File: src/rfc_pkg.sv
package rfc_pkg;

	localparam int SAMPLE_W   = 16;
	localparam int COEF_W     = 16;
	localparam int NUM_TAPS   = 15;
	localparam int TAP_IDX_W  = 4;
	localparam int RAD_W      = 3;
	localparam int MAX_ROW    = 4096;
	localparam int COL_W      = 12;
	localparam int ZCNT_W     = 3;
	localparam int CFG_IDX_W  = 3;
	localparam int CFG_W      = 64;
	localparam int NUM_PACKS  = 4;
	localparam int TAPS_PER_PACK = 4;
	localparam int PROD_W     = SAMPLE_W + COEF_W;
	localparam int NUM_GRP    = 4;
	localparam int GRP_W      = PROD_W + 2;
	localparam int ACC_W      = PROD_W + 4;
	localparam int FRAC       = 15;
	localparam int Q_W        = ACC_W - FRAC;
	localparam int QDEPTH     = 4;
	localparam int QPTR_W     = 2;
	localparam int QCNT_W     = 3;
	localparam int IDX_W      = 3;

	// configuration register indexes
	localparam logic [CFG_IDX_W-1:0] CFG_RADIUS = 3'd0;
	localparam logic [CFG_IDX_W-1:0] CFG_COEF0  = 3'd1;
	localparam logic [CFG_IDX_W-1:0] CFG_COEF1  = 3'd2;
	localparam logic [CFG_IDX_W-1:0] CFG_COEF2  = 3'd3;
	localparam logic [CFG_IDX_W-1:0] CFG_COEF3  = 3'd4;

	typedef logic [NUM_PACKS-1:0][CFG_W-1:0] rfc_coefs_t;

	typedef struct packed {
		logic signed [SAMPLE_W-1:0] sample;
		logic                       row_end;
	} rfc_in_t;

	typedef struct packed {
		logic signed [SAMPLE_W-1:0] value;
		logic [COL_W-1:0]           column;
		logic                       clipped;
		logic                       row_done;
		logic                       last;
	} rfc_out_t;

	// classification of one word, travels alongside the mac pipeline
	typedef struct packed {
		logic              filt;
		logic              has_first;
		logic [COL_W-1:0]  first_col;
		logic [COL_W-1:0]  zero_start;
		logic [ZCNT_W-1:0] zero_cnt;
		logic              row_last;
		logic              nonempty;
	} rfc_ctl_t;

	// queue entry: everything the back end needs to emit a word's results
	typedef struct packed {
		logic signed [SAMPLE_W-1:0] value;
		logic                       clipped;
		logic                       has_first;
		logic [COL_W-1:0]           first_col;
		logic [COL_W-1:0]           zero_start;
		logic [ZCNT_W-1:0]          zero_cnt;
		logic                       row_last;
	} rfc_cmd_t;

endpackage

File: src/rfc_queue.sv
module rfc_queue (
	input  logic              clk,
	input  logic              arst_n,
	input  logic              push,
	input  rfc_pkg::rfc_cmd_t push_word,
	output logic              full,
	input  logic              pop,
	output logic              head_valid,
	output rfc_pkg::rfc_cmd_t head_word
);
	import rfc_pkg::*;

	rfc_cmd_t          mem_q [QDEPTH];
	logic [QPTR_W-1:0] wr_q, rd_q;
	logic [QCNT_W-1:0] count_q;

	assign full       = count_q == QCNT_W'(QDEPTH);
	assign head_valid = count_q != '0;
	assign head_word  = mem_q[rd_q];

	always_ff @(posedge clk) begin
		if (push) begin
			mem_q[wr_q] <= push_word;
		end
	end

	always_ff @(posedge clk or negedge arst_n) begin
		if (!arst_n) begin
			wr_q    <= '0;
			rd_q    <= '0;
			count_q <= '0;
		end else begin
			if (push) begin
				wr_q <= wr_q + QPTR_W'(1);
			end
			if (pop) begin
				rd_q <= rd_q + QPTR_W'(1);
			end
			case ({push, pop})
				2'b10:   count_q <= count_q + QCNT_W'(1);
				2'b01:   count_q <= count_q - QCNT_W'(1);
				default: count_q <= count_q;
			endcase
		end
	end

`ifndef SYNTHESIS
	a_fill: assert property (@(posedge clk) disable iff (!arst_n)
		push && !pop |=> count_q == $past(count_q) + QCNT_W'(1))
		else $error("queue fill count out of step");
`endif

endmodule

File: config.mk
export PLATFORM = sky130hd
export DESIGN_NAME = rfc_queue
export DESIGN_NICKNAME = d
export VERILOG_FILES = /design/src/rfc_pkg.sv /design/src/rfc_queue.sv
export SDC_FILE = /design/constraint.sdc
export NUM_CORES = 1
export LEC_CHECK = 0
export ABC_AREA = 1
export ABC_CLOCK_PERIOD_IN_PS = 1900
export BUFFER_PORTS_ARGS = -buffer_cell sky130_fd_sc_hd__buf_2
export CAP_MARGIN = 40
export CORE_UTILIZATION = 30
export DETAILED_ROUTE_END_ITERATION = 7
export PLACE_DENSITY = 0.56
export SYNTH_ARGS = -nofsm -noshare
export SYNTH_HDL_FRONTEND = slang
export SYNTH_SLANG_ARGS = --single-unit
File: constraint.sdc
create_clock -name clk -period 1.9 [get_ports clk]
set_input_delay 0.095 -clock clk [delete_from_list [all_inputs] [get_ports clk]]
set_output_delay 0.095 -clock clk [all_outputs]
set_load 0.005 [all_outputs]
### After elaboration in Yosys (flattened, before gate mapping)

Memory sizes are Yosys's and may differ from the RTL's.
Cells that the tools add are included.

* $add $sub $neg: 4
* multiply operators: 0
* div/mod/pow operators: 0
* magnitude comparators: 0
* equality and inequality tests: 3
* shift operators: 0
* mux-type cells: 3
* bitwise logic cells: 0
* reduce and logical (&&, ||, !) cells: 2

Operators by type and width (number)
* $pmux W3 S2: 1
* $add A2 B1 Y2 const B: 2
* $add A3 B1 Y3 const B: 1
* $eq A3 B3 Y1 const B: 1
* $reduce_bool A3 Y1: 1
* $sub A3 B1 Y3 const B: 1
* $eq A2 B1 Y1 const B: 1
* $eq A2 B2 Y1 const B: 1
* $mux W1: 2
* $reduce_bool A2 Y1: 1

* flip-flop bits (word level): 7
* latch bits: 0
* memory bits (writable): 184
* memory bits (read-only): 0
* bits of input ports: 50
* output and inout bits: 48
* logic and storage cells: 16
* memories: 1

Memory list
* mem_q: depth 4, bits a word 46, rd ports 1, clocked after memory_dff 0, write ports 1, RTL line rfc_queue.sv:13 `rfc_cmd_t mem_q [QDEPTH];`

### Depth between registers and ports, before layout

* depth in word-level cells: 2
* gate-level depth with buffers: 9
* depth with buffers taken out: 8

### Least setup slack after synthesis

OpenSTA, ideal clock, no wires.

* kind: register -> register
* from: register wr_q[0]
* to: memory mem_q[0][0] (netlist bit) (enable)
* library setup time: 400 ps
* data arrival time: 1577 ps
* data required time: 1500 ps
* path slack: -77 ps
* cell stages (with the launch flop): 5
* clock period less this slack: 1977 ps
* path through: dfrtp_1 inv_1 ha_1 nand2_1 inv_1

RTL lines
* start, declared: RTL line rfc_queue.sv:14 `logic [QPTR_W-1:0] wr_q, rd_q;`
* start signal, assigned: RTL line rfc_queue.sv:34 `wr_q <= wr_q + QPTR_W'(1);`
* end, declared: RTL line rfc_queue.sv:13

Straight into the memory's write port.

==> metrics.md <==
| Metric | Value |
|---|---|
| Setup CP Type | reg -> out |
| Worst R2R Start | wr_q[0]$_DFFE_PN0P_ |
| Worst stage delay on the critical path | about 0.56 ns |
| Tmin final | 1.84 ns |
| Sequential share of the synthesized area | 0.700 |
| Final Cycle Share | 0.968 |
| Clk_skew | approximately 0.010 ns |
| Adder-cell share of the synthesized area | 0.0101 |
| Peak supply drop | ~870 uV |
| Syn nets | 733 |
| Ys async rst share | 0.0366 |
| Post-Syn Area | 0.00814 mm^2 |
| Rows | about 60 |
| CTS Buf Count | 17 |
| Starting Density | 0.309 |
| Library cells used by synthesis | 20 |
| Worst relative slew slack | 0.702 |
| DRT Pass-1 Iters | 4 |
| Grt ovf | 0 |
| Reg2Reg Depth | 5 |
| Most common cell in the netlist | nand2_1 |
| Cell count after synthesis | about 680 |
| Status | finished clean |
| Worst path cell trace | buf_16, nor2_1, nor2_1, nand2_1, nand2_1, buf_2 |
| Inserted Diodes | 0 |
| Mux contribution to synthesized area | 0 |
| Post-DRT Antenna Nets | 0 |
| Critical Path Source Type | flip-flop |
| Crit path launch | rd_q[0]$_DFFE_PN0P_ |
| Post-DR vias/cell | ~4.2 |
| Synth Area in Compound Gates | 0.0713 |
| Critical path required time | 1.80 ns |
| Worst reg2reg path endpoint | mem_q[0][18]$_DFFE_PP_ |
| Vias | ~4900 |
| CP Data Arrival Time | 1.74 ns |
| Final hold violations | 0 |
| Slew at the pin closest to its max-slew limit | 0.446 ns |
| Cell family with most CP delay | flip-flops |
| Synth area leaders | edfxtp_1, nand2_1, o211ai_2 |
| # port buffers | 97 |
| Residual DRC count | 0 |
| Final WL | approximately 16000 um |
| GRT Resource Usage Total | 0.125 |
| Clk_lat worst skew | roughly 0.44 ns |
| Core Area | roughly 0.026 mm^2 |
| Buf/Inv on CP | 2 |
| Post-synth top area share | 0.679 |
| # Max-Cap Violations | 0 |
| Sink Count | roughly 190 |
| Number of synthesized register bits | approximately 190 |
| XOR/XNOR Fraction of Synth Area | 0.00430 |
| Max Clock Freq | roughly 540 MHz |
| Synth area leader | edfxtp_1 |
| Die area | approximately 0.028 mm^2 |
| Ys Warns | 0 |
| Initial antenna violation count | 0 |
| Fraction of layout cells with a size suffix above 1 | 0.240 |
| Die Y-Extent | about 170 um |
| Root buffer cell | clkbuf_16 |
| Total power | around 0.015 W |
| Ys flop type | edfxtp_1 |
| Slowest cell on crit path | dfrtp_4 |
| Critical path fanouts, max | 58 |
| Die Width | 167 um |
| CTS tree | built |
| CP Capture Type | output port |
| Largest family of logic cells by synthesized area | simple AND/OR/NAND/NOR gates |
| Pwr Density | 1450 mW/mm^2 |
| Setup WS post-layout | 0.0605 ns |
| Detail Placement HPWL | approximately 10000 um |
| Clock Path Buffers | 2 |
| Final setup violation count | 0 |
| Clock Pin Slew Worst Setup and Hold Paths | roughly 0.07 ns |
| R2r setup slk | approximately 0.17 ns |
| Syn avg cell area | 12.0 um^2 |
| Area grow syn2layout | 26.4% |
| Num ports | 98 |
| Simple logic cell fraction of the synthesized area | 0.135 |
| CP Depth | 6 |
| Final net count | 888 |
| Largest net degree at the start of global routing | a little under 60 |
| Unrepaired setup endpoints after global routing | true |
| Worst hold path type | in -> async |
| H-Tree Depth | 4 |
| Number of synthesized flops with an enable pin | approximately 180 |
| Slew Limit Fails | 0 |
| DR WL/cell | around 14 um |
| Vias in the first global route | approximately 5000 |
| First-pass GRT wire length | roughly 27000 um |
| Leak | roughly 4.3 nW |
| Top cells by count, synth | nand2_1, edfxtp_1, inv_1 |
| Place WS | about 0.14 ns |
| Placer Congestion | 0.723 |
| 1st-iter DRT viols | 185 |
-- registers in the layout, summed over array words and instances (netlist names) --
signal and cells:
mem_q 184, count_q 3, rd_q 2, wr_q 2
-- worst max-delay path by stage --
stage | end | slack (ns)
floorplan | mem_q[3][0]$_DFFE_PP_ | 0.02
detailed placement | mem_q[0][9]$_DFFE_PP_ | 0.14
finish | head_word[36] | 0.06
global route | head_word[41] | -0.07
global placement | mem_q[0][7]$_DFFE_PP_ | 0.15
CTS | head_word[41] | 0.009
-- per-stage QoR --
step	hold WS [ns]	instance area, um^2	std cells	util	setup TNS, ns
3_5_place_dp	-0.0505	9100	1096	0.345	0
6_report	0.0295	10300	1180	0.390	0
3_3_place_gp	-0.0555	9100	1096	0.345	0
5_1_grt	0.0280	10300	1180	0.390	-0.716
4_1_cts	0.0125	10300	1180	0.389	0
2_1_floorplan	-0.201	8150	677	-	0
-- report_power, final --
part | leakage [nW] | total [W] | internal, W | switching (W)
clock | 0.292 | 0.00360 | 0.00179 | 0.00181
combinational | 2.24 | 0.00556 | 0.00229 | 0.00327
sequential | 1.77 | 0.00581 | 0.00551 | 0.000295
-- layout by cell type (no fill, tap or decap) --
| cell | Yosys | routed |
|---|---|---|
| clkinvlp_4 | 0 | 4 |
| buf_4 | 5 | 7 |
| dfrtp_1 | 7 | 6 |
| inv_12 | 0 | 1 |
| nand2_2 | 0 | 1 |
| inv_2 | 0 | 1 |
| nand3_1 | 1 | 1 |
| fa_1 | 1 | 1 |
| dlygate4sd3_1 | 0 | 49 |
| clkbuf_16 | 0 | 17 |
| xor2_1 | 3 | 3 |
| o21ai_1 | 1 | 1 |
| buf_16 | 0 | 3 |
| nand2_1 | 198 | 197 |
| nor3_1 | 1 | 1 |
| o211ai_2 | 45 | 45 |
| inv_8 | 0 | 3 |
| bufinv_16 | 0 | 1 |
| ha_1 | 5 | 5 |
| o211ai_1 | 1 | 1 |
| inv_6 | 0 | 4 |
| clkinv_4 | 0 | 1 |
| buf_2 | 13 | 98 |
| clkinv_8 | 0 | 5 |
| buf_12 | 0 | 10 |
| nor2_1 | 91 | 91 |
| xnor2_1 | 1 | 1 |
| o21ai_0 | 1 | 1 |
| inv_1 | 104 | 99 |
| nand4_1 | 1 | 1 |
| edfxtp_1 | 184 | 184 |
| dfrtp_4 | 0 | 1 |
| buf_6 | 13 | 1 |
-- per-layer routing --
layer | part of all wire | track usage
met5 | 0 | 0
met4 | 0.0095 | 0.0326
met3 | 0.032 | 0.0354
met2 | 0.46 | 0.202
met1 | 0.50 | 0.164
-- what timing repair did --
| item | 4_1_cts | 5_1_grt |
|---|---|---|
| buffers inserted | 2 | 0 |
| endpoints found under the setup margin | 29 | 26 |
| hold buffers | 49 | 0 |
| gates cloned | 1 | 0 |
| pin swaps | 0 | 0 |
| gates resized for setup | 3 | 8 |
| endpoints found under the hold margin | 194 | 0 |
-- kinds of logic after synthesis --
logic type | after synthesis
and+or+nand+nor | 292
DFF | 191
buffers and inverters | 136
adders and majority gates | 6
xor gates and xnor gates | 4
AOI/OAI and AO/OA | 48
-- worst reg2reg max path, cell delays in order (launching register included) --
cell and delay (ns):
dfrtp_1 0.41, inv_1 0.08, ha_1 0.19, nand2_1 0.10, clkinvlp_4 0.39, buf_12 0.32
-- layout make-up --
cell class	instances	area [um^2]
Timing Repair Buffer	168	1330
Clock inverter	15	183
Sequential cell	191	5700
Fill cell	2522	16100
Clock buffer	17	425
Inverter	104	428
Multi-Input combinational cell	350	1800
Tap cell	335	419
(Power assumes the default switching activity.)
