File: src/rfc_pkg.sv
package rfc_pkg;

	localparam int SAMPLE_W   = 16;
	localparam int COEF_W     = 16;
	localparam int NUM_TAPS   = 15;
	localparam int TAP_IDX_W  = 4;
	localparam int RAD_W      = 3;
	localparam int MAX_ROW    = 4096;
	localparam int COL_W      = 12;
	localparam int ZCNT_W     = 3;
	localparam int CFG_IDX_W  = 3;
	localparam int CFG_W      = 64;
	localparam int NUM_PACKS  = 4;
	localparam int TAPS_PER_PACK = 4;
	localparam int PROD_W     = SAMPLE_W + COEF_W;
	localparam int NUM_GRP    = 4;
	localparam int GRP_W      = PROD_W + 2;
	localparam int ACC_W      = PROD_W + 4;
	localparam int FRAC       = 15;
	localparam int Q_W        = ACC_W - FRAC;
	localparam int QDEPTH     = 4;
	localparam int QPTR_W     = 2;
	localparam int QCNT_W     = 3;
	localparam int IDX_W      = 3;

	// configuration register indexes
	localparam logic [CFG_IDX_W-1:0] CFG_RADIUS = 3'd0;
	localparam logic [CFG_IDX_W-1:0] CFG_COEF0  = 3'd1;
	localparam logic [CFG_IDX_W-1:0] CFG_COEF1  = 3'd2;
	localparam logic [CFG_IDX_W-1:0] CFG_COEF2  = 3'd3;
	localparam logic [CFG_IDX_W-1:0] CFG_COEF3  = 3'd4;

	typedef logic [NUM_PACKS-1:0][CFG_W-1:0] rfc_coefs_t;

	typedef struct packed {
		logic signed [SAMPLE_W-1:0] sample;
		logic                       row_end;
	} rfc_in_t;

	typedef struct packed {
		logic signed [SAMPLE_W-1:0] value;
		logic [COL_W-1:0]           column;
		logic                       clipped;
		logic                       row_done;
		logic                       last;
	} rfc_out_t;

	// classification of one word, travels alongside the mac pipeline
	typedef struct packed {
		logic              filt;
		logic              has_first;
		logic [COL_W-1:0]  first_col;
		logic [COL_W-1:0]  zero_start;
		logic [ZCNT_W-1:0] zero_cnt;
		logic              row_last;
		logic              nonempty;
	} rfc_ctl_t;

	// queue entry: everything the back end needs to emit a word's results
	typedef struct packed {
		logic signed [SAMPLE_W-1:0] value;
		logic                       clipped;
		logic                       has_first;
		logic [COL_W-1:0]           first_col;
		logic [COL_W-1:0]           zero_start;
		logic [ZCNT_W-1:0]          zero_cnt;
		logic                       row_last;
	} rfc_cmd_t;

endpackage

File: src/rfc_back.sv
module rfc_back (
	input  logic              clk,
	input  logic              arst_n,
	input  logic              head_valid,
	input  rfc_pkg::rfc_cmd_t head_word,
	output logic              pop,
	output logic              out_valid,
	input  logic              out_ready,
	output rfc_pkg::rfc_out_t out_word
);
	import rfc_pkg::*;

	logic [IDX_W-1:0] idx_q;
	logic [IDX_W:0]   total;
	logic             load, final_one;
	logic             out_valid_q;
	rfc_out_t         out_q, nxt;

	assign total     = (IDX_W+1)'(head_word.has_first) + (IDX_W+1)'(head_word.zero_cnt);
	assign final_one = {1'b0, idx_q} == total - (IDX_W+1)'(1);
	assign load      = head_valid && (!out_valid_q || out_ready);
	assign pop       = load && final_one;

	always_comb begin
		logic [IDX_W-1:0] zi;
		zi = idx_q - IDX_W'(head_word.has_first);
		if (head_word.has_first && idx_q == '0) begin
			nxt.value   = head_word.value;
			nxt.column  = head_word.first_col;
			nxt.clipped = head_word.clipped;
		end else begin
			nxt.value   = '0;
			nxt.column  = head_word.zero_start + COL_W'(zi);
			nxt.clipped = 1'b0;
		end
		nxt.last     = final_one;
		nxt.row_done = final_one && head_word.row_last;
	end

	always_ff @(posedge clk or negedge arst_n) begin
		if (!arst_n) begin
			idx_q       <= '0;
			out_valid_q <= 1'b0;
		end else if (load) begin
			out_valid_q <= 1'b1;
			idx_q       <= final_one ? '0 : idx_q + IDX_W'(1);
		end else if (out_ready) begin
			out_valid_q <= 1'b0;
		end
	end

	always_ff @(posedge clk) begin
		if (load) begin
			out_q <= nxt;
		end
	end

	assign out_valid = out_valid_q;
	assign out_word  = out_q;

`ifndef SYNTHESIS
	a_done_last: assert property (@(posedge clk) disable iff (!arst_n)
		out_valid && out_word.row_done |-> out_word.last)
		else $error("row done without last flag");
`endif

endmodule

File: config.mk
export PLATFORM = sky130hd
export DESIGN_NAME = rfc_back
export DESIGN_NICKNAME = d
export VERILOG_FILES = /design/src/rfc_pkg.sv /design/src/rfc_back.sv
export SDC_FILE = /design/constraint.sdc
export NUM_CORES = 1
export LEC_CHECK = 0
export BUFFER_PORTS_ARGS = -buffer_cell sky130_fd_sc_hd__buf_2
export CORE_ASPECT_RATIO = 1.25
export CORE_MARGIN = 2
export CORE_UTILIZATION = 46
export CTS_CLUSTER_SIZE = 12
export DETAILED_ROUTE_END_ITERATION = 8
export PLACE_DENSITY = 0.78
export RECOVER_POWER = 100
export REMOVE_ABC_BUFFERS = 1
export SLEW_MARGIN = 20
export SYNTH_ARGS = -nofsm -noshare
export SYNTH_HDL_FRONTEND = slang
export SYNTH_SLANG_ARGS = --single-unit
File: constraint.sdc
create_clock -name clk -period 2.6 [get_ports clk]
set_clock_uncertainty 0.2 [all_clocks]
set_input_delay 0.39 -clock clk [delete_from_list [all_inputs] [get_ports clk]]
set_output_delay 0.39 -clock clk [all_outputs]
set_load 0.03 [all_outputs]
* Word level (Yosys, flattened, before mapping)
Index checks and enable logic that the tools add are counted.
W data, S select, Z words.
** Operators by class
- Equal/unequal tests :: 1
- Reductions and logical operators :: 8
- Muxes and demuxes :: 4
- Add/subtract/negate cells :: 5
** Operator list (number)
- $mux W13 :: 1
- $add A12 B3 Y12 :: 1
- $add A1 B3 Y4 :: 1
- $eq A3 B4 Y1 :: 1
- $logic_and A1 B1 Y1 :: 4
- $sub A4 B1 Y4 const B :: 1
- $add A3 B1 Y3 const B :: 1
- $logic_not A3 Y1 :: 1
- $mux W3 :: 1
- $sub A3 B1 Y3 :: 1
- $mux W1 :: 2
- $reduce_bool A2 Y1 :: 1
- $logic_not A1 Y1 :: 1
- $logic_or A1 B1 Y1 :: 1
** Storage, ports and cells
- Bits of input ports :: 50
- Register bits :: 35
- Logic and storage cells :: 25
- Output and inout port bits :: 33

* Longest topological paths before layout
Gate-level depths: netlist (run 1).
- Word-level depth :: 4
- Mapped depth :: 9
- Depth with buffers taken out :: 9

* Least setup slack after synthesis (run 1)
OpenSTA, ideal clock, no wires.
- Path type :: flip-flop to output port
- Start :: register out_valid_q (netlist: out_valid)
- End :: output pop
- Path slack :: -171 ps
- Data required time :: 2010 ps
- Stages on the path, launching flop included :: 5
- Arrival :: 2181 ps
- Buffers on the path :: 1
- Cell sequence :: dfrtp_1 nand2b_1 and2_1 clkbuf_1 and2_1
** Between the ends
- Cells in the longest elaborated chain, start to end :: 4
** RTL lines
- from (decl) :: RTL line rfc_back.sv:16 : logic out_valid_q;
- from (signal assigned) :: RTL line rfc_back.sv:43 : out_valid_q <= 1'b0;
- from (signal assigned) :: RTL line rfc_back.sv:45 : out_valid_q <= 1'b1;
- from (signal assigned) :: RTL line rfc_back.sv:48 : out_valid_q <= 1'b0;
- $logic_not A1 Y1 :: RTL line rfc_back.sv:21 : assign load = head_valid && (!out_valid_q || out_ready);
- $logic_or A1 B1 Y1 :: RTL line rfc_back.sv:21
- $logic_and A1 B1 Y1 :: RTL line rfc_back.sv:21
- named net load :: RTL line rfc_back.sv:15 : logic load, final_one;
- $logic_and A1 B1 Y1 :: RTL line rfc_back.sv:22 : assign pop = load && final_one;
- to (decl) :: RTL line rfc_back.sv:6 : output logic pop,
The timed path passes the listed nets, and every way through them passes these cells.

* Worst setup path in the final report (run 1)
- Start :: input head_word[28] in the netlist's numbering
- End :: output pop
** Between the ends
- Cells in the longest elaborated chain, start to end :: 4
** RTL lines
- from (decl) :: RTL line rfc_back.sv:5 : input rfc_pkg::rfc_cmd_t head_word,
- $add A1 B3 Y4 :: RTL line rfc_back.sv:19 : assign total = (IDX_W+1)'(head_word.has_first) + (IDX_W+1)'(head_word.zero_cnt);
- $sub A4 B1 Y4 :: RTL line rfc_back.sv:20 : assign final_one = {1'b0, idx_q} == total - (IDX_W+1)'(1);
- $eq A3 B4 Y1 :: RTL line rfc_back.sv:20
- named net final_one :: RTL line rfc_back.sv:15
- $logic_and A1 B1 Y1 :: RTL line rfc_back.sv:22
The timed path passes the listed nets, and every way through them passes these cells.

==> run_results.csv, run 1 <==
group,metric,value,unit
yosys,synthCells,155,
timing,finalMaxSlewViolations,0,
yosys,synth_top_area_share,51.85,%
power_and_ir_drop,ir_worst_vdd,0.0005372,V
setup_path,worst-path-max-fanout,4,
cells_and_area,insertedDiodeCount,0,
route,viasPerCell,4.930,
yosys,synth_seq_area_share,57.42,%
setup_path,required,2.01,ns
place,port_buffers,82,
power_and_ir_drop,leakagePower,0.0009747,µW
setup_path,crit_path_end_kind,"output pin",
setup_path,path_buf_inv,3,
setup_path,worst_path_max_delay_cell,"a211o_1",
yosys,syn_area,1795,µm²
yosys,avgSynthCellArea,11.58,µm²
power_and_ir_drop,p_total,1984,µW
route,first_iter_violations,34,
route,drtAntennaViolNets,0,
setup_path,crit_path_start_kind,"input pin",
global_routing,antenna_found_initial,0,
yosys,synth_cell_types,29,
run,maxCapViolations,0,
cts,path_clk_slew,0.07,ns
cells_and_area,nNetsFinal,304,
setup_path,critical_path_class,"in -> out",
global_routing,grt_max_degree,36,
cts,root_buffer,"clkbuf_8",
floorplanning,fp-row-count,25,
timing,finalSetupViolCount,0,
setup_path,worstPathCellList,"buf_2, inv_1, ha_1, ha_1, xor2_1, a211o_1, a211oi_4, and2_1, clkbuf_4",
timing,setup_tns,0,ns
yosys,synth_edf_count,31,
setup_path,arrival,1.89,ns
floorplanning,start_util,47.83,%
timing,fin_crit_sh,95.49,%
place,dpl-instance-area,2255,µm²
cts,clockBufferDepth,2,
cts,cts_sinks,35,
route,wl,3.625,mm
setup_path,cpPeakStageDelay,0.28,ns
yosys,yosys_warnings,0,
setup_path,r2r_slack,0.15,ns
yosys,synth.ff_latch_count,35,
place,dp_hpwl,2.723,mm
power_and_ir_drop,powerDensity,847.4,nW/µm²
floorplanning,core_area,3754,µm²
cts,clk_latency,0.27,ns
route,drt-pass1-iter-count,4,
global_routing,grt_usage,16.11,%
floorplanning,die_w,59.88,µm
yosys,yosysTopAreaCell,"edfxtp_1",
cts,cts_buffers,5,
cts,cts_tree,"yes",
route,wire_per_inst,12.72,µm
global_routing,grt_overflow,0,
global_routing,grt_pass1_wl,5.368,mm
timing,finalHoldViolCount,0,
run_status,status,"complete, no violations",
route,num_vias,1405,
global_routing,grt_pass1_vias,1229,
timing,worst_pin_slew,1.017,ns
cts,cts_htree_levels,2,
cells_and_area,fin_area,2341,µm²
floorplanning,die_area,4422,µm²
place,place_ws,0.01863,ns
place,gp_congestion,0.8105,
setup_path,path_common_cell,"ha_1",
route,drc_errors,0,
yosys,synthArstFlopShare,11.43,%
cells_and_area,areaGrowthSynthToFinish,30.38,%
cells_and_area,drive_gt1_share,26.12,%
timing,timing.fmax,402.8,MHz
timing,setup_slack,0.1172,ns
min_path,min_path_type,"in -> reg",
timing,max_slew_margin,32.21,%
timing,min_period,2.483,ns
setup_path,cp_top_family,"compound AO/OA/AOI/OAI gates",
floorplanning,ios,83,
yosys,synthTopCellsByArea,"edfxtp_1, and2_1, ha_1, dfrtp_1, xnor2_1",
yosys,yosys_most_used_dff,"edfxtp_1",
floorplanning,die_y,73.85,µm
==> path summary, 6_finish.rpt <==
| path | from | end | cells past startpoint |
|---|---|---|---|
| worst min-delay path | head_valid | out_valid | 2 |
| max in group asynchronous | arst_n | idx_q[0] | 2 |
| worst min register to register | out_valid | out_valid | 2 |
| min in group asynchronous | arst_n | out_valid | 2 |
| worst max-delay path | head_word[28] | pop | 9 |
| worst max register to register | idx_q[0] | out_word[12] | 9 |
==> cell usage in the layout, fill, tap and decap left out <==
cell type	count
clkinv_4	1
a31o_2	1
buf_2	48
o211ai_1	1
a21oi_1	5
nor2b_1	1
xnor2_1	11
nor2_1	5
xor2_1	2
clkbuf_8	5
dlygate4sd3_1	1
edfxtp_1	31
or2_2	1
inv_1	7
bufinv_16	1
clkinv_2	1
ha_1	9
nand4_1	4
a211o_1	1
a211oi_4	1
o22ai_1	1
and2_0	8
nand2b_1	3
dfrtp_1	4
nand2_1	21
and3b_1	1
clkbuf_4	1
o21ai_0	8
nor3_1	2
a21oi_2	2
fa_1	1
and2_1	12
a211oi_1	1
buf_4	2
clkbuf_1	36
nand3b_1	1
nand3_1	4
==> per-stage QoR <==
stage / cells / hold WS, ns / utilization [%]
after detailed placement: 275 / 0.002395 / 60.07
after floorplan: 149 / -0.1056 / -
final: 285 / 0.1363 / 62.37
after global placement: 275 / -0.0007918 / 60.07
after CTS: 284 / 0.1269 / 63.33
after global routing: 285 / 0.1461 / 62.37
==> routing by layer <==
| metal | wire, µm | vias to the layer above | GRT usage, % |
|---|---|---|---|
| li1 | - | 713 | - |
| met1 | 1521 | 632 | 18.91 |
| met2 | 1782 | 55 | 27.54 |
| met3 | 262 | 5 | 4.049 |
| met4 | 59 | 0 | 6.667 |
| met5 | 0 | - | 0 |
==> layout make-up <==
type / instances / area (µm²)
clock buffers: 5 / 68.82
clock inverters: 3 / 43.79
fillers: 333 / 1413
inverters: 7 / 26.28
multi-input cells: 107 / 713.2
flip-flops and latches: 35 / 1031
well taps: 40 / 50.05
repair buffers: 88 / 407.9
==> sequential cells by signal (all words and copies together), names as in the netlist <==
name and cells:
out_word 31, out_valid 1, idx_q 3
==> cells in the mapped netlist (all sizes together), types with 4 or more instances <==
library cell and number:
a21oi 7, nor2 5, nand4 4, ha 9
o21ai 8, nand3 4, dfrtp 4, xnor2 11
edfxtp 31, inv 7, and2 20, clkbuf 4
nand2 21
==> worst reg2reg max path: cells and delay by family (launching register included) <==
family                   cells  cell delay (ns)
AO/OA/AOI/OAI                2             0.36
XOR/XNOR                     2             0.31
adder cells (fa/ha/maj)      3             0.74
buffers and inverters        1             0.07
flip-flops                   1             0.35
AND/OR/NAND/NOR              1             0.17
==> repair_timing <==
| action | in CTS | in global routing |
|---|---|---|
| hold buffers | 1 | 0 |
| hold endpoints to repair | 4 | 0 |
| gates resized for setup | 0 | 3 |
| buffers inserted | 0 | 1 |
| endpoints found under the setup margin | 0 | 6 |
==> kinds of logic after synthesis <==
| kind of cell | share of synthesized area [%] |
|---|---|
| buffers and inverters | 3.205 |
| flip-flops | 57.42 |
| adder cells (fa/ha/maj) | 7.387 |
| AND/OR/NAND/NOR | 18.19 |
| XOR/XNOR | 6.342 |
| AO/OA/AOI/OAI | 7.457 |
==> report_power, final <==
part | internal (µW) | switching (µW)
Sequential | 741 | 34.0
Clock | 285 | 194
Combinational | 260 | 469
Power figures use the tool's default switching activity.
==> inputs of run 2 (changes only) <==
--- a/config.mk
+++ b/config.mk
@@ -11,7 +11,7 @@
 export CORE_UTILIZATION = 46
 export CTS_CLUSTER_SIZE = 12
 export DETAILED_ROUTE_END_ITERATION = 8
-export PLACE_DENSITY = 0.78
+export PLACE_DENSITY = 0.79
 export RECOVER_POWER = 100
 export REMOVE_ABC_BUFFERS = 1
 export SLEW_MARGIN = 20
==> run 2 against run 1 <==
Effect of this change:
- sequential share of layout area up 0.43 points
- utilization down 0.60 points
- sequential power up 0.5%
- cell area down 0.96%
- count of clock-buffer cells in the layout up 1
- power down 5.9%
- critical endpoint is now out_word[12]
- largest power group unchanged
- highest routed layer unchanged
==> run_results.csv, run 2 (synthesis gave the netlist of run 1 again) <==
group,metric,value,unit
run,maxCapViolations,0,
setup_path,crit_path_end_kind,"flop",
timing,fin_crit_sh,96.54,%
setup_path,rr_endpoint,"out_word[12]",
place,dp_hpwl,2.857,mm
timing,max_slew_margin,33.31,%
setup_path,cpPeakStageDelay,0.40,ns
place,dp_cells,275,
cts,cts_buffers,5,
route,drtAntennaViolNets,0,
cells_and_area,drive_gt1_share,26.64,%
setup_path,worstPathCellList,"inv_1, ha_1, ha_1, xor2_1, ha_2, nand3_1, a211oi_2, xnor2_1, a21oi_1",
setup_path,cp_top_family,"adder cells",
timing,rsz0062_at_grt,"true",
route,drt-pass1-iter-count,4,
floorplanning,core_area,3754,µm²
setup_path,worstRegToRegCells,9,
cts,clockBufferDepth,2,
floorplanning,fp-row-count,25,
setup_path,crit_start,"idx_q[0]",
cts,clk_latency,0.27,ns
timing,holdWs,0.1370,ns
cells_and_area,nNetsFinal,303,
cells_and_area,instances_no_fill,284,
global_routing,antenna_found_initial,0,
timing,min_period,2.510,ns
global_routing,grt_pass1_vias,1286,
setup_path,critical_path_class,"reg -> reg",
floorplanning,die_area,4422,µm²
global_routing,grt_overflow,0,
timing,timing.fmax,398.4,MHz
timing,finalSetupViolCount,0,
global_routing,grt_usage,17.04,%
floorplanning,die_y,73.85,µm
setup_path,r2r_slack,0.09,ns
place,place_ws,-0.01702,ns
floorplanning,start_util,47.83,%
setup_path,path_buf_inv,1,
timing,worst_pin_slew,1.000,ns
setup_path,crit_path_start_kind,"flop",
setup_path,worstSetupEndpoint,"out_word[12]",
cts,cts_htree_levels,2,
place,port_buffers,82,
power_and_ir_drop,powerDensity,805.3,nW/µm²
setup_path,worst_path_max_delay_cell,"ha_2",
global_routing,grt_max_degree,36,
timing,finalHoldViolCount,0,
timing,finalMaxSlewViolations,0,
cells_and_area,insertedDiodeCount,0,
setup_path,worst-path-max-fanout,4,
route,wl,3.687,mm
setup_path,arrival,2.32,ns
route,num_vias,1396,
cells_and_area,most-common-layout-cells,"buf_2, clkbuf_1, edfxtp_1, nand2_1, and2_1",
timing,setup_slack,0.09004,ns
power_and_ir_drop,leakagePower,0.0009575,µW
cts,cts_tree,"yes",
cts,cts_sinks,35,
cells_and_area,largest_reg_flops,31,
floorplanning,ios,83,
route,first_iter_violations,16,
floorplanning,die_w,59.88,µm
cells_and_area,fin_util,61.77,%
setup_path,required,2.41,ns
timing,setup_tns,0,ns
route,wire_per_inst,12.98,µm
run_status,status,"complete, no violations",
route,drc_errors,0,
setup_path,cp.depth,9,
cts,path_clk_slew,0.07,ns
cts,root_buffer,"clkbuf_8",
min_path,min_path_type,"in -> reg",
cells_and_area,layout_commonest_cell,"buf_2",
power_and_ir_drop,ir_worst_vdd,0.0004935,V
global_routing,grt_pass1_wl,5.602,mm
cells_and_area,areaGrowthSynthToFinish,29.13,%
route,viasPerCell,4.915,
setup_path,path_common_cell,"ha_1",
place,gp_congestion,0.8209,
setup_path,rr_startpoint,"idx_q[0]",
## run 2: cell types whose count changed in the layout (fill, tap and decap cells not counted), sizes merged
cell	delta
bufinv	-1
## run 2: worst min path at each step
stage	start	endpoint	slack (ns)	depth (start not counted)
final	head_valid	out_valid	0.14	2
after global routing	head_valid	out_valid	0.15	2
after CTS	head_valid	out_valid	0.14	2
after detailed placement	arst_n	out_valid	-0.002	1
after global placement	arst_n	out_valid	-0.0008	1
after floorplan	arst_n	idx_q[0]	-0.11	0
## run 2: where the power goes
part           internal, µW  leakage [µW]  switching (µW)
Combinational           261      0.000566             477
Clock                   182     0.0000403             168
Sequential              742      0.000352            36.6
Total                  1190      0.000957             682
## run 2: what timing repair did
action | 4_1_cts | 5_1_grt
endpoints found under the hold margin | 4 | 0
hold buffers | 1 | 0
setup endpoints to repair | 0 | 8
buffers inserted | 0 | 0
gates resized for setup | 0 | 9
## run 2: metal layers
| layer | GRT usage, % | wire length [µm] | up-vias | share of wire, % |
|---|---|---|---|---|
| li1 | - | - | 710 | - |
| met1 | 19.52 | 1461 | 623 | 40 |
| met2 | 29.47 | 1921 | 56 | 52 |
| met3 | 4.225 | 238 | 7 | 6.5 |
| met4 | 7.407 | 65 | 0 | 1.8 |
| met5 | 0 | 0 | - | 0 |
## run 2: cell type report
cell class	instances	area, µm²
Fill cell	345	1435
Clock buffer	6	72.57
Tap cell	40	50.05
Inverter	7	26.28
Clock inverter	2	7.507
Timing Repair Buffer	87	404.1
Sequential cell	35	1031
Multi-Input combinational cell	107	726.9
## run 2: through the flow
stage | area (µm²) | total power [µW]
finish | 2318 | 1867
global route | 2318 | 1994
CTS | 2345 | 1878
detailed placement | 2255 | 1526
global placement | 2255 | 1500
floorplan | 1764 | 1301
